==> src/sv/plin_pkg.sv <==
// Shared constants, codes and types for the piecewise linear interpolator.
`timescale 1ns / 1ps

package plin_pkg;

  // Default sizes
  localparam int DEF_MAX_POINTS  = 16;
  localparam int DEF_VALUE_WIDTH = 32;
  localparam int DEF_INDEX_WIDTH = $clog2(DEF_MAX_POINTS);

  // Input operation codes
  localparam logic OP_WRITE = 1'b0;
  localparam logic OP_EVAL  = 1'b1;

  // Status of a bit-serial arithmetic unit
  typedef struct packed {
    logic busy;
    logic done;
  } unit_status_t;

endpackage

==> src/sv/plin_if.sv <==
// Valid/ready channel interfaces for query/write beats and result beats.
`timescale 1ns / 1ps

interface plin_in_if #(
  parameter int VALUE_WIDTH = plin_pkg::DEF_VALUE_WIDTH,
  parameter int INDEX_WIDTH = plin_pkg::DEF_INDEX_WIDTH
);
  logic                          valid;
  logic                          ready;
  logic                          operation;
  logic [INDEX_WIDTH-1:0]        point_index;
  logic signed [VALUE_WIDTH-1:0] x_value;
  logic signed [VALUE_WIDTH-1:0] y_value;

  modport source (output valid, operation, point_index, x_value, y_value, input ready);
  modport sink   (input valid, operation, point_index, x_value, y_value, output ready);
endinterface

interface plin_out_if #(
  parameter int VALUE_WIDTH = plin_pkg::DEF_VALUE_WIDTH
);
  logic                          valid;
  logic                          ready;
  logic signed [VALUE_WIDTH-1:0] interp_value;
  logic                          divide_fault;
  logic                          saturated;

  modport source (output valid, interp_value, divide_fault, saturated, input ready);
  modport sink   (input valid, interp_value, divide_fault, saturated, output ready);
endinterface

==> src/sv/plin_table.sv <==
// Breakpoint storage: x and y memories, one write port, one registered read port.
`timescale 1ns / 1ps

module plin_table #(
  parameter int DEPTH = plin_pkg::DEF_MAX_POINTS,
  parameter int WIDTH = plin_pkg::DEF_VALUE_WIDTH
) (
  input  logic                       clk,
  input  logic                       wr_en,
  input  logic [$clog2(DEPTH)-1:0]   wr_addr,
  input  logic signed [WIDTH-1:0]    wr_x,
  input  logic signed [WIDTH-1:0]    wr_y,
  input  logic [$clog2(DEPTH)-1:0]   rd_addr,
  output logic signed [WIDTH-1:0]    rd_x,
  output logic signed [WIDTH-1:0]    rd_y
);
  import plin_pkg::*;

  logic signed [WIDTH-1:0] mem_x [DEPTH];
  logic signed [WIDTH-1:0] mem_y [DEPTH];

  // Write port
  always_ff @(posedge clk) begin
    if (wr_en) begin
      mem_x[wr_addr] <= wr_x;
      mem_y[wr_addr] <= wr_y;
    end
  end

  // Registered read port
  always_ff @(posedge clk) begin
    rd_x <= mem_x[rd_addr];
    rd_y <= mem_y[rd_addr];
  end

endmodule

==> src/sv/plin_mul.sv <==
// Bit-serial unsigned shift-and-add multiplier, one multiplier bit per cycle.
`timescale 1ns / 1ps

module plin_mul #(
  parameter int WIDTH = plin_pkg::DEF_VALUE_WIDTH + 1
) (
  input  logic                    clk,
  input  logic                    rst,
  input  logic                    start,
  input  logic [WIDTH-1:0]        mcand_in,
  input  logic [WIDTH-1:0]        mplier_in,
  output logic [2*WIDTH-1:0]      product,
  output plin_pkg::unit_status_t  status
);
  import plin_pkg::*;

  localparam int CNT_W = $clog2(WIDTH + 1);

  logic [2*WIDTH-1:0] acc;
  logic [WIDTH-1:0]   mcand;
  logic [WIDTH-1:0]   mplier;
  logic [CNT_W-1:0]   cnt;
  logic               busy;
  logic               done;
  logic [WIDTH:0]     partial;

  // Add the multiplicand into the upper half when the current bit is set
  always_comb begin
    partial = {1'b0, acc[2*WIDTH-1:WIDTH]} + (mplier[0] ? {1'b0, mcand} : '0);
  end

  // Control
  always_ff @(posedge clk) begin
    if (rst) begin
      busy <= 1'b0;
      done <= 1'b0;
      cnt  <= '0;
    end else begin
      done <= 1'b0;
      if (start) begin
        busy <= 1'b1;
        cnt  <= CNT_W'(WIDTH);
      end else if (busy) begin
        cnt <= cnt - 1'b1;
        if (cnt == CNT_W'(1)) begin
          busy <= 1'b0;
          done <= 1'b1;
        end
      end
    end
  end

  // Shift registers
  always_ff @(posedge clk) begin
    if (start) begin
      acc    <= '0;
      mcand  <= mcand_in;
      mplier <= mplier_in;
    end else if (busy) begin
      acc    <= {partial, acc[WIDTH-1:1]};
      mplier <= mplier >> 1;
    end
  end

  assign product     = acc;
  assign status.busy = busy;
  assign status.done = done;

endmodule

==> src/sv/plin_div.sv <==
// Bit-serial restoring divider, one quotient bit per cycle, dividend MSB first.
`timescale 1ns / 1ps

module plin_div #(
  parameter int NUM_W = 2 * (plin_pkg::DEF_VALUE_WIDTH + 1),
  parameter int DEN_W = plin_pkg::DEF_VALUE_WIDTH + 1
) (
  input  logic                    clk,
  input  logic                    rst,
  input  logic                    start,
  input  logic [NUM_W-1:0]        dividend,
  input  logic [DEN_W-1:0]        divisor,
  output logic [NUM_W-1:0]        quotient,
  output plin_pkg::unit_status_t  status
);
  import plin_pkg::*;

  localparam int CNT_W = $clog2(NUM_W + 1);

  logic [NUM_W-1:0] num;
  logic [NUM_W-1:0] quot;
  logic [DEN_W-1:0] den;
  logic [DEN_W-1:0] rem;
  logic [CNT_W-1:0] cnt;
  logic             busy;
  logic             done;
  logic [DEN_W:0]   shifted;
  logic [DEN_W+1:0] trial;
  logic             fits;

  // One restoring step: bring down a bit, try the subtract
  always_comb begin
    shifted = {rem, num[NUM_W-1]};
    trial   = {1'b0, shifted} - {2'b00, den};
    fits    = ~trial[DEN_W+1];
  end

  // Control
  always_ff @(posedge clk) begin
    if (rst) begin
      busy <= 1'b0;
      done <= 1'b0;
      cnt  <= '0;
    end else begin
      done <= 1'b0;
      if (start) begin
        busy <= 1'b1;
        cnt  <= CNT_W'(NUM_W);
      end else if (busy) begin
        cnt <= cnt - 1'b1;
        if (cnt == CNT_W'(1)) begin
          busy <= 1'b0;
          done <= 1'b1;
        end
      end
    end
  end

  // Shift registers
  always_ff @(posedge clk) begin
    if (start) begin
      num  <= dividend;
      den  <= divisor;
      rem  <= '0;
      quot <= '0;
    end else if (busy) begin
      num  <= num << 1;
      rem  <= fits ? trial[DEN_W-1:0] : shifted[DEN_W-1:0];
      quot <= {quot[NUM_W-2:0], fits};
    end
  end

  assign quotient    = quot;
  assign status.busy = busy;
  assign status.done = done;

endmodule

==> src/sv/piecewise_linear_interpolator.sv <==
// Top level: piecewise linear interpolation over a table of signed Q16.16 breakpoints.
//
// in_ch carries write and evaluate beats. A write beat (operation 0) stores
// (x_value, y_value) at point_index and gives no result. An evaluate beat
// (operation 1) gives one beat on out_ch: interp_value, divide_fault and
// saturated. cfg_wr_en/cfg_wr_data load point_count, which must be
// written only while the block is idle; the block itself does not enforce it.
// One evaluation at a time. The search reads the breakpoints from the
// table's single registered read port, then the multiplier step and then
// the divider step follow. A zero-width segment skips both units.
// in_ch.ready is high whenever no evaluation is in progress, so a write beat
// can be followed back to back by the next beat.
// The result sits in an output register; a write beat may be taken while it
// waits. If the receiver stalls, a following evaluation holds in its last
// step until the output register frees.
// Reset (rst, synchronous) sets point_count to 2 and clears the output valid.
// The breakpoint table is not cleared and must be written before use.
`timescale 1ns / 1ps

module piecewise_linear_interpolator #(
  parameter int MAX_POINTS  = plin_pkg::DEF_MAX_POINTS,
  parameter int VALUE_WIDTH = plin_pkg::DEF_VALUE_WIDTH
) (
  input  logic                               clk,
  input  logic                               rst,
  input  logic                               cfg_wr_en,
  input  logic [$clog2(MAX_POINTS+1)-1:0]    cfg_wr_data,
  plin_in_if.sink                            in_ch,
  plin_out_if.source                         out_ch
);
  import plin_pkg::*;

  localparam int IW = $clog2(MAX_POINTS);
  localparam int CW = $clog2(MAX_POINTS + 1);
  localparam int VW = VALUE_WIDTH;
  localparam int DW = VALUE_WIDTH + 1;
  localparam int PW = 2 * DW;
  localparam int QW = VALUE_WIDTH + 2;
  localparam int RW = VALUE_WIDTH + 3;
  localparam logic [QW-1:0] QUO_SAT = (QW'(1) << VALUE_WIDTH) | QW'(1);
  localparam logic [VW-1:0] VAL_MAX = {1'b0, {(VW-1){1'b1}}};
  localparam logic [VW-1:0] VAL_MIN = {1'b1, {(VW-1){1'b0}}};

  typedef enum logic [13:0] {
    S_IDLE     = 14'b00000000000001,
    S_FIRST    = 14'b00000000000010,
    S_LAST     = 14'b00000000000100,
    S_SCAN_RD  = 14'b00000000001000,
    S_SCAN_CMP = 14'b00000000010000,
    S_FETCH_A  = 14'b00000000100000,
    S_FETCH_B  = 14'b00000001000000,
    S_FETCH_C  = 14'b00000010000000,
    S_PREP     = 14'b00000100000000,
    S_MUL      = 14'b00001000000000,
    S_DIV      = 14'b00010000000000,
    S_CLAMP    = 14'b00100000000000,
    S_SUM      = 14'b01000000000000,
    S_OUT      = 14'b10000000000000
  } state_t;

  state_t state;

  // Control registers
  logic [CW-1:0] point_count;
  logic          out_valid;

  // Datapath registers
  logic signed [VW-1:0] query;
  logic [IW-1:0]        last_idx;
  logic [IW-1:0]        seg;
  logic [IW-1:0]        k;
  logic signed [VW-1:0] xi;
  logic signed [VW-1:0] yi;
  logic signed [DW-1:0] dx;
  logic signed [DW-1:0] dy;
  logic signed [DW-1:0] dq;
  logic [DW-1:0]        dx_mag;
  logic                 neg;
  logic [QW-1:0]        quo;
  logic signed [VW-1:0] res_val;
  logic                 res_fault;
  logic                 res_sat;
  logic signed [VW-1:0] out_val;
  logic                 out_fault;
  logic                 out_sat;

  // Combinational signals
  logic                 in_accept;
  logic                 tbl_wr_en;
  logic [IW-1:0]        rd_addr;
  logic signed [VW-1:0] rd_x;
  logic signed [VW-1:0] rd_y;
  logic [CW-1:0]        n_eff;
  logic [IW-1:0]        pen_idx;
  logic                 hit;
  logic [DW-1:0]        dy_mag;
  logic [DW-1:0]        dq_mag;
  logic [DW-1:0]        dx_mag_c;
  logic                 mul_start;
  logic                 div_start;
  logic [PW-1:0]        product;
  logic [PW-1:0]        quotient;
  unit_status_t         mul_stat;
  unit_status_t         div_stat;
  logic                 quo_over;
  logic [RW-1:0]        yi_ext;
  logic [RW-1:0]        quo_ext;
  logic [RW-1:0]        sum;
  logic                 sum_hi;
  logic                 sum_lo;
  logic                 out_load;

  // Handshake and table write
  assign in_ch.ready = (state == S_IDLE);
  assign in_accept   = in_ch.valid && in_ch.ready;
  assign tbl_wr_en   = in_accept && (in_ch.operation == OP_WRITE) &&
                       ({1'b0, in_ch.point_index} < (IW+1)'(MAX_POINTS));
  assign out_load    = (state == S_OUT) && (!out_valid || out_ch.ready);

  // Effective count, clamped to at least 2 and at most the table depth
  always_comb begin
    if (point_count < CW'(2)) begin
      n_eff = CW'(2);
    end else if (point_count > CW'(MAX_POINTS)) begin
      n_eff = CW'(MAX_POINTS);
    end else begin
      n_eff = point_count;
    end
  end

  assign pen_idx = last_idx - 1'b1;
  assign hit     = query < rd_x;

  // Table read address
  always_comb begin
    case (state)
      S_FIRST:   rd_addr = last_idx;
      S_SCAN_RD: rd_addr = k;
      S_FETCH_A: rd_addr = seg;
      S_FETCH_B: rd_addr = seg + 1'b1;
      default:   rd_addr = '0;
    endcase
  end

  plin_table #(
    .DEPTH (MAX_POINTS),
    .WIDTH (VALUE_WIDTH)
  ) u_table (
    .clk     (clk),
    .wr_en   (tbl_wr_en),
    .wr_addr (in_ch.point_index),
    .wr_x    (in_ch.x_value),
    .wr_y    (in_ch.y_value),
    .rd_addr (rd_addr),
    .rd_x    (rd_x),
    .rd_y    (rd_y)
  );

  // Magnitudes of the segment differences
  always_comb begin
    dy_mag   = dy[DW-1] ? DW'(-dy) : DW'(dy);
    dq_mag   = dq[DW-1] ? DW'(-dq) : DW'(dq);
    dx_mag_c = dx[DW-1] ? DW'(-dx) : DW'(dx);
  end

  assign mul_start = (state == S_PREP) && (dx != '0);
  assign div_start = (state == S_MUL) && mul_stat.done;

  plin_mul #(
    .WIDTH (DW)
  ) u_mul (
    .clk       (clk),
    .rst       (rst),
    .start     (mul_start),
    .mcand_in  (dy_mag),
    .mplier_in (dq_mag),
    .product   (product),
    .status    (mul_stat)
  );

  plin_div #(
    .NUM_W (PW),
    .DEN_W (DW)
  ) u_div (
    .clk      (clk),
    .rst      (rst),
    .start    (div_start),
    .dividend (product),
    .divisor  (dx_mag),
    .quotient (quotient),
    .status   (div_stat)
  );

  // Quotient above 2^VW is clipped to 2^VW+1, which still saturates the sum
  assign quo_over = (|quotient[PW-1:VW+1]) || (quotient[VW] && (|quotient[VW-1:0]));

  // Final add and saturation
  always_comb begin
    yi_ext  = {{(RW-VW){yi[VW-1]}}, yi};
    quo_ext = {1'b0, quo};
    sum     = neg ? (yi_ext - quo_ext) : (yi_ext + quo_ext);
    sum_hi  = !sum[RW-1] && (sum[RW-2:VW-1] != '0);
    sum_lo  = sum[RW-1] && (sum[RW-2:VW-1] != {(RW-VW){1'b1}});
  end

  // Sequencer
  always_ff @(posedge clk) begin
    if (rst) begin
      state       <= S_IDLE;
      point_count <= CW'(2);
      out_valid   <= 1'b0;
    end else begin
      if (cfg_wr_en) begin
        point_count <= cfg_wr_data;
      end
      if (out_valid && out_ch.ready) begin
        out_valid <= 1'b0;
      end
      case (state)
        S_IDLE: begin
          if (in_accept && (in_ch.operation == OP_EVAL)) begin
            state <= S_FIRST;
          end
        end
        S_FIRST:   state <= hit ? S_FETCH_A : S_LAST;
        S_LAST: begin
          if (!hit || (last_idx == IW'(1))) begin
            state <= S_FETCH_A;
          end else begin
            state <= S_SCAN_RD;
          end
        end
        S_SCAN_RD: state <= S_SCAN_CMP;
        S_SCAN_CMP: begin
          if (hit || (k == pen_idx)) begin
            state <= S_FETCH_A;
          end else begin
            state <= S_SCAN_RD;
          end
        end
        S_FETCH_A: state <= S_FETCH_B;
        S_FETCH_B: state <= S_FETCH_C;
        S_FETCH_C: state <= S_PREP;
        S_PREP:    state <= (dx == '0) ? S_OUT : S_MUL;
        S_MUL: begin
          if (mul_stat.done) begin
            state <= S_DIV;
          end
        end
        S_DIV: begin
          if (div_stat.done) begin
            state <= S_CLAMP;
          end
        end
        S_CLAMP:   state <= S_SUM;
        S_SUM:     state <= S_OUT;
        S_OUT: begin
          if (out_load) begin
            out_valid <= 1'b1;
            state     <= S_IDLE;
          end
        end
        default:   state <= S_IDLE;
      endcase
    end
  end

  // Datapath
  always_ff @(posedge clk) begin
    case (state)
      S_IDLE: begin
        if (in_accept) begin
          query    <= in_ch.x_value;
          last_idx <= IW'(n_eff - 1'b1);
        end
      end
      S_FIRST: seg <= '0;
      S_LAST: begin
        seg <= pen_idx;
        k   <= IW'(1);
      end
      S_SCAN_CMP: begin
        seg <= hit ? (k - 1'b1) : k;
        k   <= k + 1'b1;
      end
      S_FETCH_B: begin
        xi <= rd_x;
        yi <= rd_y;
      end
      S_FETCH_C: begin
        dx <= {rd_x[VW-1], rd_x} - {xi[VW-1], xi};
        dy <= {rd_y[VW-1], rd_y} - {yi[VW-1], yi};
        dq <= {query[VW-1], query} - {xi[VW-1], xi};
      end
      S_PREP: begin
        dx_mag <= dx_mag_c;
        neg    <= dy[DW-1] ^ dq[DW-1] ^ dx[DW-1];
        if (dx == '0) begin
          res_val   <= yi;
          res_fault <= 1'b1;
          res_sat   <= 1'b0;
        end
      end
      S_CLAMP: quo <= quo_over ? QUO_SAT : quotient[QW-1:0];
      S_SUM: begin
        res_fault <= 1'b0;
        res_sat   <= sum_hi || sum_lo;
        if (sum_hi) begin
          res_val <= VAL_MAX;
        end else if (sum_lo) begin
          res_val <= VAL_MIN;
        end else begin
          res_val <= sum[VW-1:0];
        end
      end
      default: ;
    endcase
  end

  // Output register
  always_ff @(posedge clk) begin
    if (out_load) begin
      out_val   <= res_val;
      out_fault <= res_fault;
      out_sat   <= res_sat;
    end
  end

  assign out_ch.valid        = out_valid;
  assign out_ch.interp_value = out_val;
  assign out_ch.divide_fault = out_fault;
  assign out_ch.saturated    = out_sat;

  // Checks
  a_units_exclusive: assert property (@(posedge clk) disable iff (rst)
    !(mul_stat.busy && div_stat.busy))
    else $error("multiplier and divider busy together");

  a_div_nonzero: assert property (@(posedge clk) disable iff (rst)
    div_start |-> (dx_mag != '0))
    else $error("divider started with zero divisor");

  a_seg_range: assert property (@(posedge clk) disable iff (rst)
    (state == S_FETCH_A) |-> (seg < last_idx))
    else $error("segment index past last breakpoint");

  a_fault_not_sat: assert property (@(posedge clk) disable iff (rst)
    (out_valid && out_fault) |-> !out_sat)
    else $error("fault result flagged as saturated");

  a_out_load: assert property (@(posedge clk) disable iff (rst)
    out_load |=> (out_valid && (state == S_IDLE)))
    else $error("result load did not present a beat");

endmodule
==> src/flat_wrapper.sv <==
// flat-port wrapper written by rule: the top's interface ports become plain ports
module piecewise_linear_interpolator_flat import plin_pkg::*;
#(
  parameter int MAX_POINTS  = plin_pkg::DEF_MAX_POINTS,
  parameter int VALUE_WIDTH = plin_pkg::DEF_VALUE_WIDTH
)
  (clk, rst, cfg_wr_en, cfg_wr_data, in_ch_valid, in_ch_operation, in_ch_point_index, in_ch_x_value, in_ch_y_value, in_ch_ready, out_ch_valid, out_ch_interp_value, out_ch_divide_fault, out_ch_saturated, out_ch_ready);
  plin_in_if #(.VALUE_WIDTH(VALUE_WIDTH)) in_ch_i ();
  plin_out_if #(.VALUE_WIDTH(VALUE_WIDTH)) out_ch_i ();
  input  logic clk;
  input  logic rst;
  input  logic cfg_wr_en;
  input  logic [$clog2(MAX_POINTS+1)-1:0] cfg_wr_data;
  input wire logic [$bits(in_ch_i.valid)-1:0] in_ch_valid;
  input wire logic [$bits(in_ch_i.operation)-1:0] in_ch_operation;
  input wire logic [$bits(in_ch_i.point_index)-1:0] in_ch_point_index;
  input wire logic [$bits(in_ch_i.x_value)-1:0] in_ch_x_value;
  input wire logic [$bits(in_ch_i.y_value)-1:0] in_ch_y_value;
  output wire logic [$bits(in_ch_i.ready)-1:0] in_ch_ready;
  output wire logic [$bits(out_ch_i.valid)-1:0] out_ch_valid;
  output wire logic [$bits(out_ch_i.interp_value)-1:0] out_ch_interp_value;
  output wire logic [$bits(out_ch_i.divide_fault)-1:0] out_ch_divide_fault;
  output wire logic [$bits(out_ch_i.saturated)-1:0] out_ch_saturated;
  input wire logic [$bits(out_ch_i.ready)-1:0] out_ch_ready;
  assign in_ch_i.valid = in_ch_valid;
  assign in_ch_i.operation = in_ch_operation;
  assign in_ch_i.point_index = in_ch_point_index;
  assign in_ch_i.x_value = in_ch_x_value;
  assign in_ch_i.y_value = in_ch_y_value;
  assign in_ch_ready = in_ch_i.ready;
  assign out_ch_valid = out_ch_i.valid;
  assign out_ch_interp_value = out_ch_i.interp_value;
  assign out_ch_divide_fault = out_ch_i.divide_fault;
  assign out_ch_saturated = out_ch_i.saturated;
  assign out_ch_i.ready = out_ch_ready;
  piecewise_linear_interpolator #(.MAX_POINTS(MAX_POINTS), .VALUE_WIDTH(VALUE_WIDTH)) u_core (.clk(clk), .rst(rst), .cfg_wr_en(cfg_wr_en), .cfg_wr_data(cfg_wr_data), .in_ch(in_ch_i), .out_ch(out_ch_i));
endmodule
==> config.mk <==
export PLATFORM = sky130hd
export DESIGN_NAME = piecewise_linear_interpolator_flat
export DESIGN_NICKNAME = d
export VERILOG_FILES = /design/src/sv/plin_pkg.sv /design/src/sv/plin_if.sv /design/src/sv/plin_table.sv /design/src/sv/plin_mul.sv /design/src/sv/plin_div.sv /design/src/sv/piecewise_linear_interpolator.sv /design/src/flat_wrapper.sv
export SDC_FILE = /design/constraint.sdc
export NUM_CORES = 2
export LEC_CHECK = 0
export BUFFER_PORTS_ARGS = -buffer_cell sky130_fd_sc_hd__buf_2
export CELL_PAD_IN_SITES_DETAIL_PLACEMENT = 2
export CELL_PAD_IN_SITES_GLOBAL_PLACEMENT = 2
export CORE_AREA = 2 2 383 537
export DETAILED_ROUTE_END_ITERATION = 16
export DIE_AREA = 0 0 385 539
export PLACE_DENSITY_LB_ADDON = 0.1
export SLEW_MARGIN = 20
export SYNTH_ARGS = -nofsm -noshare
export SYNTH_HDL_FRONTEND = slang
export SYNTH_SLANG_ARGS = --single-unit
export TNS_END_PERCENT = 5
==> constraint.sdc <==
create_clock -name clk -period 15.6 [get_ports clk]
set_input_delay 3.9 -clock clk [delete_from_list [all_inputs] [get_ports clk]]
set_output_delay 3.9 -clock clk [all_outputs]
set_load 0.05 [all_outputs]
Word-level counts from Yosys, hierarchy flattened:

Memories as Yosys holds them, arrays and structs flattened. A register that Yosys moved wholly into a read port is not among the register bits.
Index checks and enable logic that the tools add are counted.

* memories: 2
* register bits after elaboration: 710
* logic and storage cells: 175
* bits in writable memories: 1024
* output and inout port bits: 36

* multiplexer cells: 50
* order comparisons: 3
* equality and inequality tests: 24
* bitwise operators: 6
* add/sub/neg operators: 17
* reduce and logical (&&, ||, !) cells: 35

Memory list
* u_core.u_table.mem_x: words 16, width 32, rd ports 1, clocked after Yosys merged registers in 1, wr ports 1, RTL line plin_table.sv:19 `logic signed [WIDTH-1:0] mem_x [DEPTH];`
* u_core.u_table.mem_y: words 16, width 32, rd ports 1, clocked after Yosys merged registers in 1, wr ports 1, RTL line plin_table.sv:20 `logic signed [WIDTH-1:0] mem_y [DEPTH];`

Operators with widths (count)
* $pmux 14 s14: 1
* $mux 33: 5
* $mux 32: 5
* $mux 66: 2
* $neg 33->33: 3
* $sub 32x32->33: 3
* $mux 14: 5
* $pmux 32 s2: 1
* $add 35x34->35: 1
* $mux 35: 1
* $sub 34x33->35: 1
* $sub 35x34->35: 1
* $add 33x34->34: 1
* $logic_not 33->1: 1
* $reduce_bool 33->1: 1
* $reduce_or 33->1: 1
* $lt 32x32->1: 1
* $reduce_or 32->1: 1
* $mux 6: 5
* $pmux 4 s4: 1
* $mux 1: 15
* $eq 14x1->1 const B: 1
* $eq 14x10->1 const B: 1
* $eq 14x11->1 const B: 1
* 40 further kinds: 76

Depth between registers and ports, before layout:

* depth in word-level cells: 7
* mapped depth: 23
* mapped depth without buffers: 20

Modules after synthesis:

Synthesis repeated with hierarchy kept, for this count alone.

* cells, all modules: 5333
* area total of the unflattened synthesis: 78947.0 um2

Modules (own cells, without submodules)
* plin_table: area an instance 39573.0 um2, times used 1, seq. area each 32030.7 um2, cells each 1647
* piecewise_linear_interpolator: area an instance 22685.5 um2, times used 1, seq. area each 10700.3 um2, cells each 2160
* plin_div: area an instance 9683.0 um2, times used 1, seq. area each 5134.9 um2, cells each 869
* plin_mul: area an instance 7005.5 um2, times used 1, seq. area each 3463.3 um2, cells each 657

Worst setup path before layout:

OpenSTA, ideal clock, no wires.

* kind: input port to flip-flop
* from: input port in_ch_point_index[3]
* to: memory u_core.u_table.mem_x[0][0] (netlist name), enable pin
* data required time: 15.035 ns
* path slack: 6.179 ns
* arrival: 8.856 ns
* stages on the path: 2
* library setup time: 0.565 ns
* cells stage by stage: or4_1 > nor3_1

RTL lines
* from (decl): RTL line flat_wrapper.sv:16 `input wire logic [$bits(in_ch_i.point_index)-1:0] in_ch_point_index;`
* to (decl): RTL line plin_table.sv:19

No word-level cell before the write port.

Worst setup path in the final report:

* from: register u_core.state[3]
* to: output port in_ch_ready

* longest elaborated chain between the ends: 1

RTL lines
* from (decl): RTL line piecewise_linear_interpolator.sv:61 `state_t state;`
* from (signal assigned): RTL line piecewise_linear_interpolator.sv:225 `S_FIRST: state <= hit ? S_FETCH_A : S_LAST;`
* from (signal assigned): RTL line piecewise_linear_interpolator.sv:244 `S_PREP: state <= (dx == '0) ? S_OUT : S_MUL;`
* $eq 14x1->1: RTL line piecewise_linear_interpolator.sv:114 `assign in_ch.ready = (state == S_IDLE);`
* to (decl): RTL line flat_wrapper.sv:19 `output wire logic [$bits(in_ch_i.ready)-1:0] in_ch_ready;`

No other way between the ends.

==> summary.txt <==
Status
  – Run status: completed

Cells and area
  – Area growth from synthesis to layout: 11.5%
  – Layout cells sized above 1: 0.0840
  – Cell area after layout: 89900 sq um
  – Fill cells: 20100
  – Layout Nets: 7052

Critical path
  – CP cell instances: nor4_1 -> and3_1 -> and3_1 -> buf_2
  – Worst Path Arrival: 2.96 ns
  – Delay-heaviest family, CP: simple AND/OR/NAND/NOR gates
  – Biggest cell delay along the critical path: 0.61 ns
  – CP Capture Type: output pin
  – CP max FO: 7
  – Slowest cell on the critical path: and3_1
  – CP most frequent cell: and3_1
  – Bufs and invs on worst path: 1
  – WP data required: 11.70 ns
  – Startpoint types: flip-flop
  – Crit Path Category: reg2out

Power
  – PwrDens: 112 nW/um^2
  – Flop pwr share: 0.526
  – Internal power: 7.82 mW
  – Tot Pwr: 10.1 mW
  – Leak: 31.5 nW
  – Sw Pwr: 2.24 mW
  – Power share of the combinational group: 0.044
  – Peak supply drop: 92.4 uV
  – Clk network pwr share: 0.430
  – Switching share of total power: 0.223

Synthesis
  – Asr flop ratio synth: 0
  – Cell area after synthesis: 80600 sq um
  – Mean post-synth cell area: 12.1 sq um
  – Main flop type after synthesis: edfxtp_1
  – FF+latch count, synth: 1798
  – Leading area contributor after synthesis: edfxtp_1
  – Yosys synthesis warning count: 0
  – Yosys top cell area share: 0.571
  – Seq/Total Area, Yosys: 0.637
  – Main area contributors after synthesis: edfxtp_1 57%, dfxtp_1 6.6%, ha_1 3.8%
  – Synth cell types: 108
  – Most numerous cell in the Yosys netlist: edfxtp_1
  – Mapped Nets: 6992
  – Cells after synthesis: 6665
  – Post-synth EDFFs: 1532
  – Top post-synthesis cells by count: 1532 x edfxtp_1, 778 x nand2_1, 708 x nor2_1

STA
  – Max-slew headroom: 0.254
  – Max Fclk: 146 MHz
  – Slew Limit Fails: 0
  – Slew of the pin with the lowest slew margin: 1.12 ns
  – Final setup viols: 0
  – Period utilisation layout: 0.439
  – Hold violation count in the final report: 0
  – Crit path time final: 6.86 ns
  – Final TNS setup: 0 ns
  – Clk_skew: 0.0859 ns
  – RSZ-0062 raised after global routing: false

Routing
  – DRT antenna net count: 0
  – Drt total wl: 228000 um
  – Drt drc: 0
  – Vias per cell: 5.51
  – Initial DRC Count: 2649
  – DR vias: 52600
  – Drt first pass iters: 6
  – Drt wl/cell: 23.8 um

Job
  – Max-Cap Viols: 0

Clocking
  – Num CTS Buffers: 190
  – # resized after CTS: 0
  – Clock Tree Buf Depth: 4
  – Post-cts hold buffer count: 0
  – H-tree levels: 4
  – TritonCTS clock tree: yes
  – Sink Count: 1798
  – Clock Latency Late Sink: 0.86 ns
  – CTS clk-pin slew, worst paths: 0.06 ns
  – Root buffer cell: clkbuf_16
  – Post-CTS Setup Inserts: 0

Worst hold path
  – Worst Hold Class: reg2reg

Floorplan
  – Die area: 208000 sq um
  – Die height: 539 um
  – Initial Util: 0.397
  – Die W: 385 um
  – Core area: 203000 sq um
  – # rows: 196
  – # IOs: 115

Placed design
  – Port-buffer cells: 114
  – Placed cell area: 84000 sq um
  – GP Congestion: 0.806
  – DP HPWL: 149000 um

GRT
  – Grt ovf: 0
  – First-pass GRT wire length: 347000 um
  – Total GRT Usage: 0.216
  – Largest net degree at the start of global routing: 175
  – Number of global-route vias before repair: 58000
  – Initial antenna violation count: 12
## power by group through the flow
stage	sequential, mW	clock [mW]	combinational [mW]
final	5.29	4.32	0.446
after global routing	5.29	4.61	0.498
after CTS	5.29	4.44	0.453
after detailed placement	5.39	0	0.449
after global placement	5.39	0	0.432
after floorplan	5.38	0	0.278
## routing by layer
metal | vias up | routed length [um] | GRT usage
li1 | 24600 | - | -
met1 | 27000 | 97800 | 0.271
met2 | 694 | 117000 | 0.388
met3 | 367 | 6670 | 0.0238
met4 | 14 | 6360 | 0.0642
met5 | - | 97 | 0
## sequential cells by signal, summed over array words and instances (netlist names), 33 cells and up
signal	cells
u_core.dx	33
u_core.dq	33
u_core.u_div.rem	33
u_core.u_mul.product	66
u_core.dy	33
u_core.u_mul.mcand	33
u_core.u_table.mem_y	512
u_core.u_div.quotient	66
u_core.u_div.num	66
u_core.u_div.den	33
u_core.quo	34
u_core.u_mul.mplier	33
u_core.u_table.mem_x	512
u_core.dx_mag	33
## cell families after synthesis
logic type | synth area share
flops | 0.637
compound gates | 0.110
mux | 0.0236
simple gates | 0.131
fa+ha+maj | 0.0391
other cells | 0.0000465
buf+inv | 0.0269
xor+xnor | 0.0328
## worst paths after layout
kind	slack, ns	end	startpoint	cells after the start
worst min-delay path	0.40	u_core.u_div.den[18]$_DFFE_PP_	u_core.dx_mag[18]$_DFFE_PN_	0
worst max register to register	9.42	u_core.res_val[7]$_DFFE_PP_	u_core.quo[0]$_SDFFCE_PP1P_	21
worst min register to register	0.40	u_core.u_div.den[18]$_DFFE_PP_	u_core.dx_mag[18]$_DFFE_PN_	0
worst max-delay path	8.74	in_ch_ready	u_core.state[3]$_SDFFE_PP0P_	4
## placed cells by master, fill, tap and decap left out, drive strengths merged, types with 199 or more instances in the layout
cell type and count:
ha 242, nor2 710, inv 226, dfxtp 266
nand2 781, o21ai 199, a21oi 218, a211oi 220
clkbuf 239, xnor2 216, edfxtp 1532
## cell type report
class	instances	area (sq um)	area share
sequential	1798	51300	0.571
multi-input combinational	4320	27300	0.304
clock buffer	239	5090	0.0567
tap	2673	3340	0.0372
timing repair buffer	192	1250	0.0139
inverter	223	843	0.00938
clock inverter	98	671	0.00746
antenna	2	5.00	0.0000557
## metrics by stage
step	hold WS, ns	worst slack, ns	util	std cells
global placement	0.401	8.89	0.414	9204
detailed placement	0.407	8.77	0.414	9204
CTS	0.404	8.81	0.443	9541
global route	0.401	8.71	0.443	9544
floorplan	0.400	6.18	-	6665
finish	0.397	8.74	0.443	9545
Note: power is estimated with default switching activity, not from simulation.
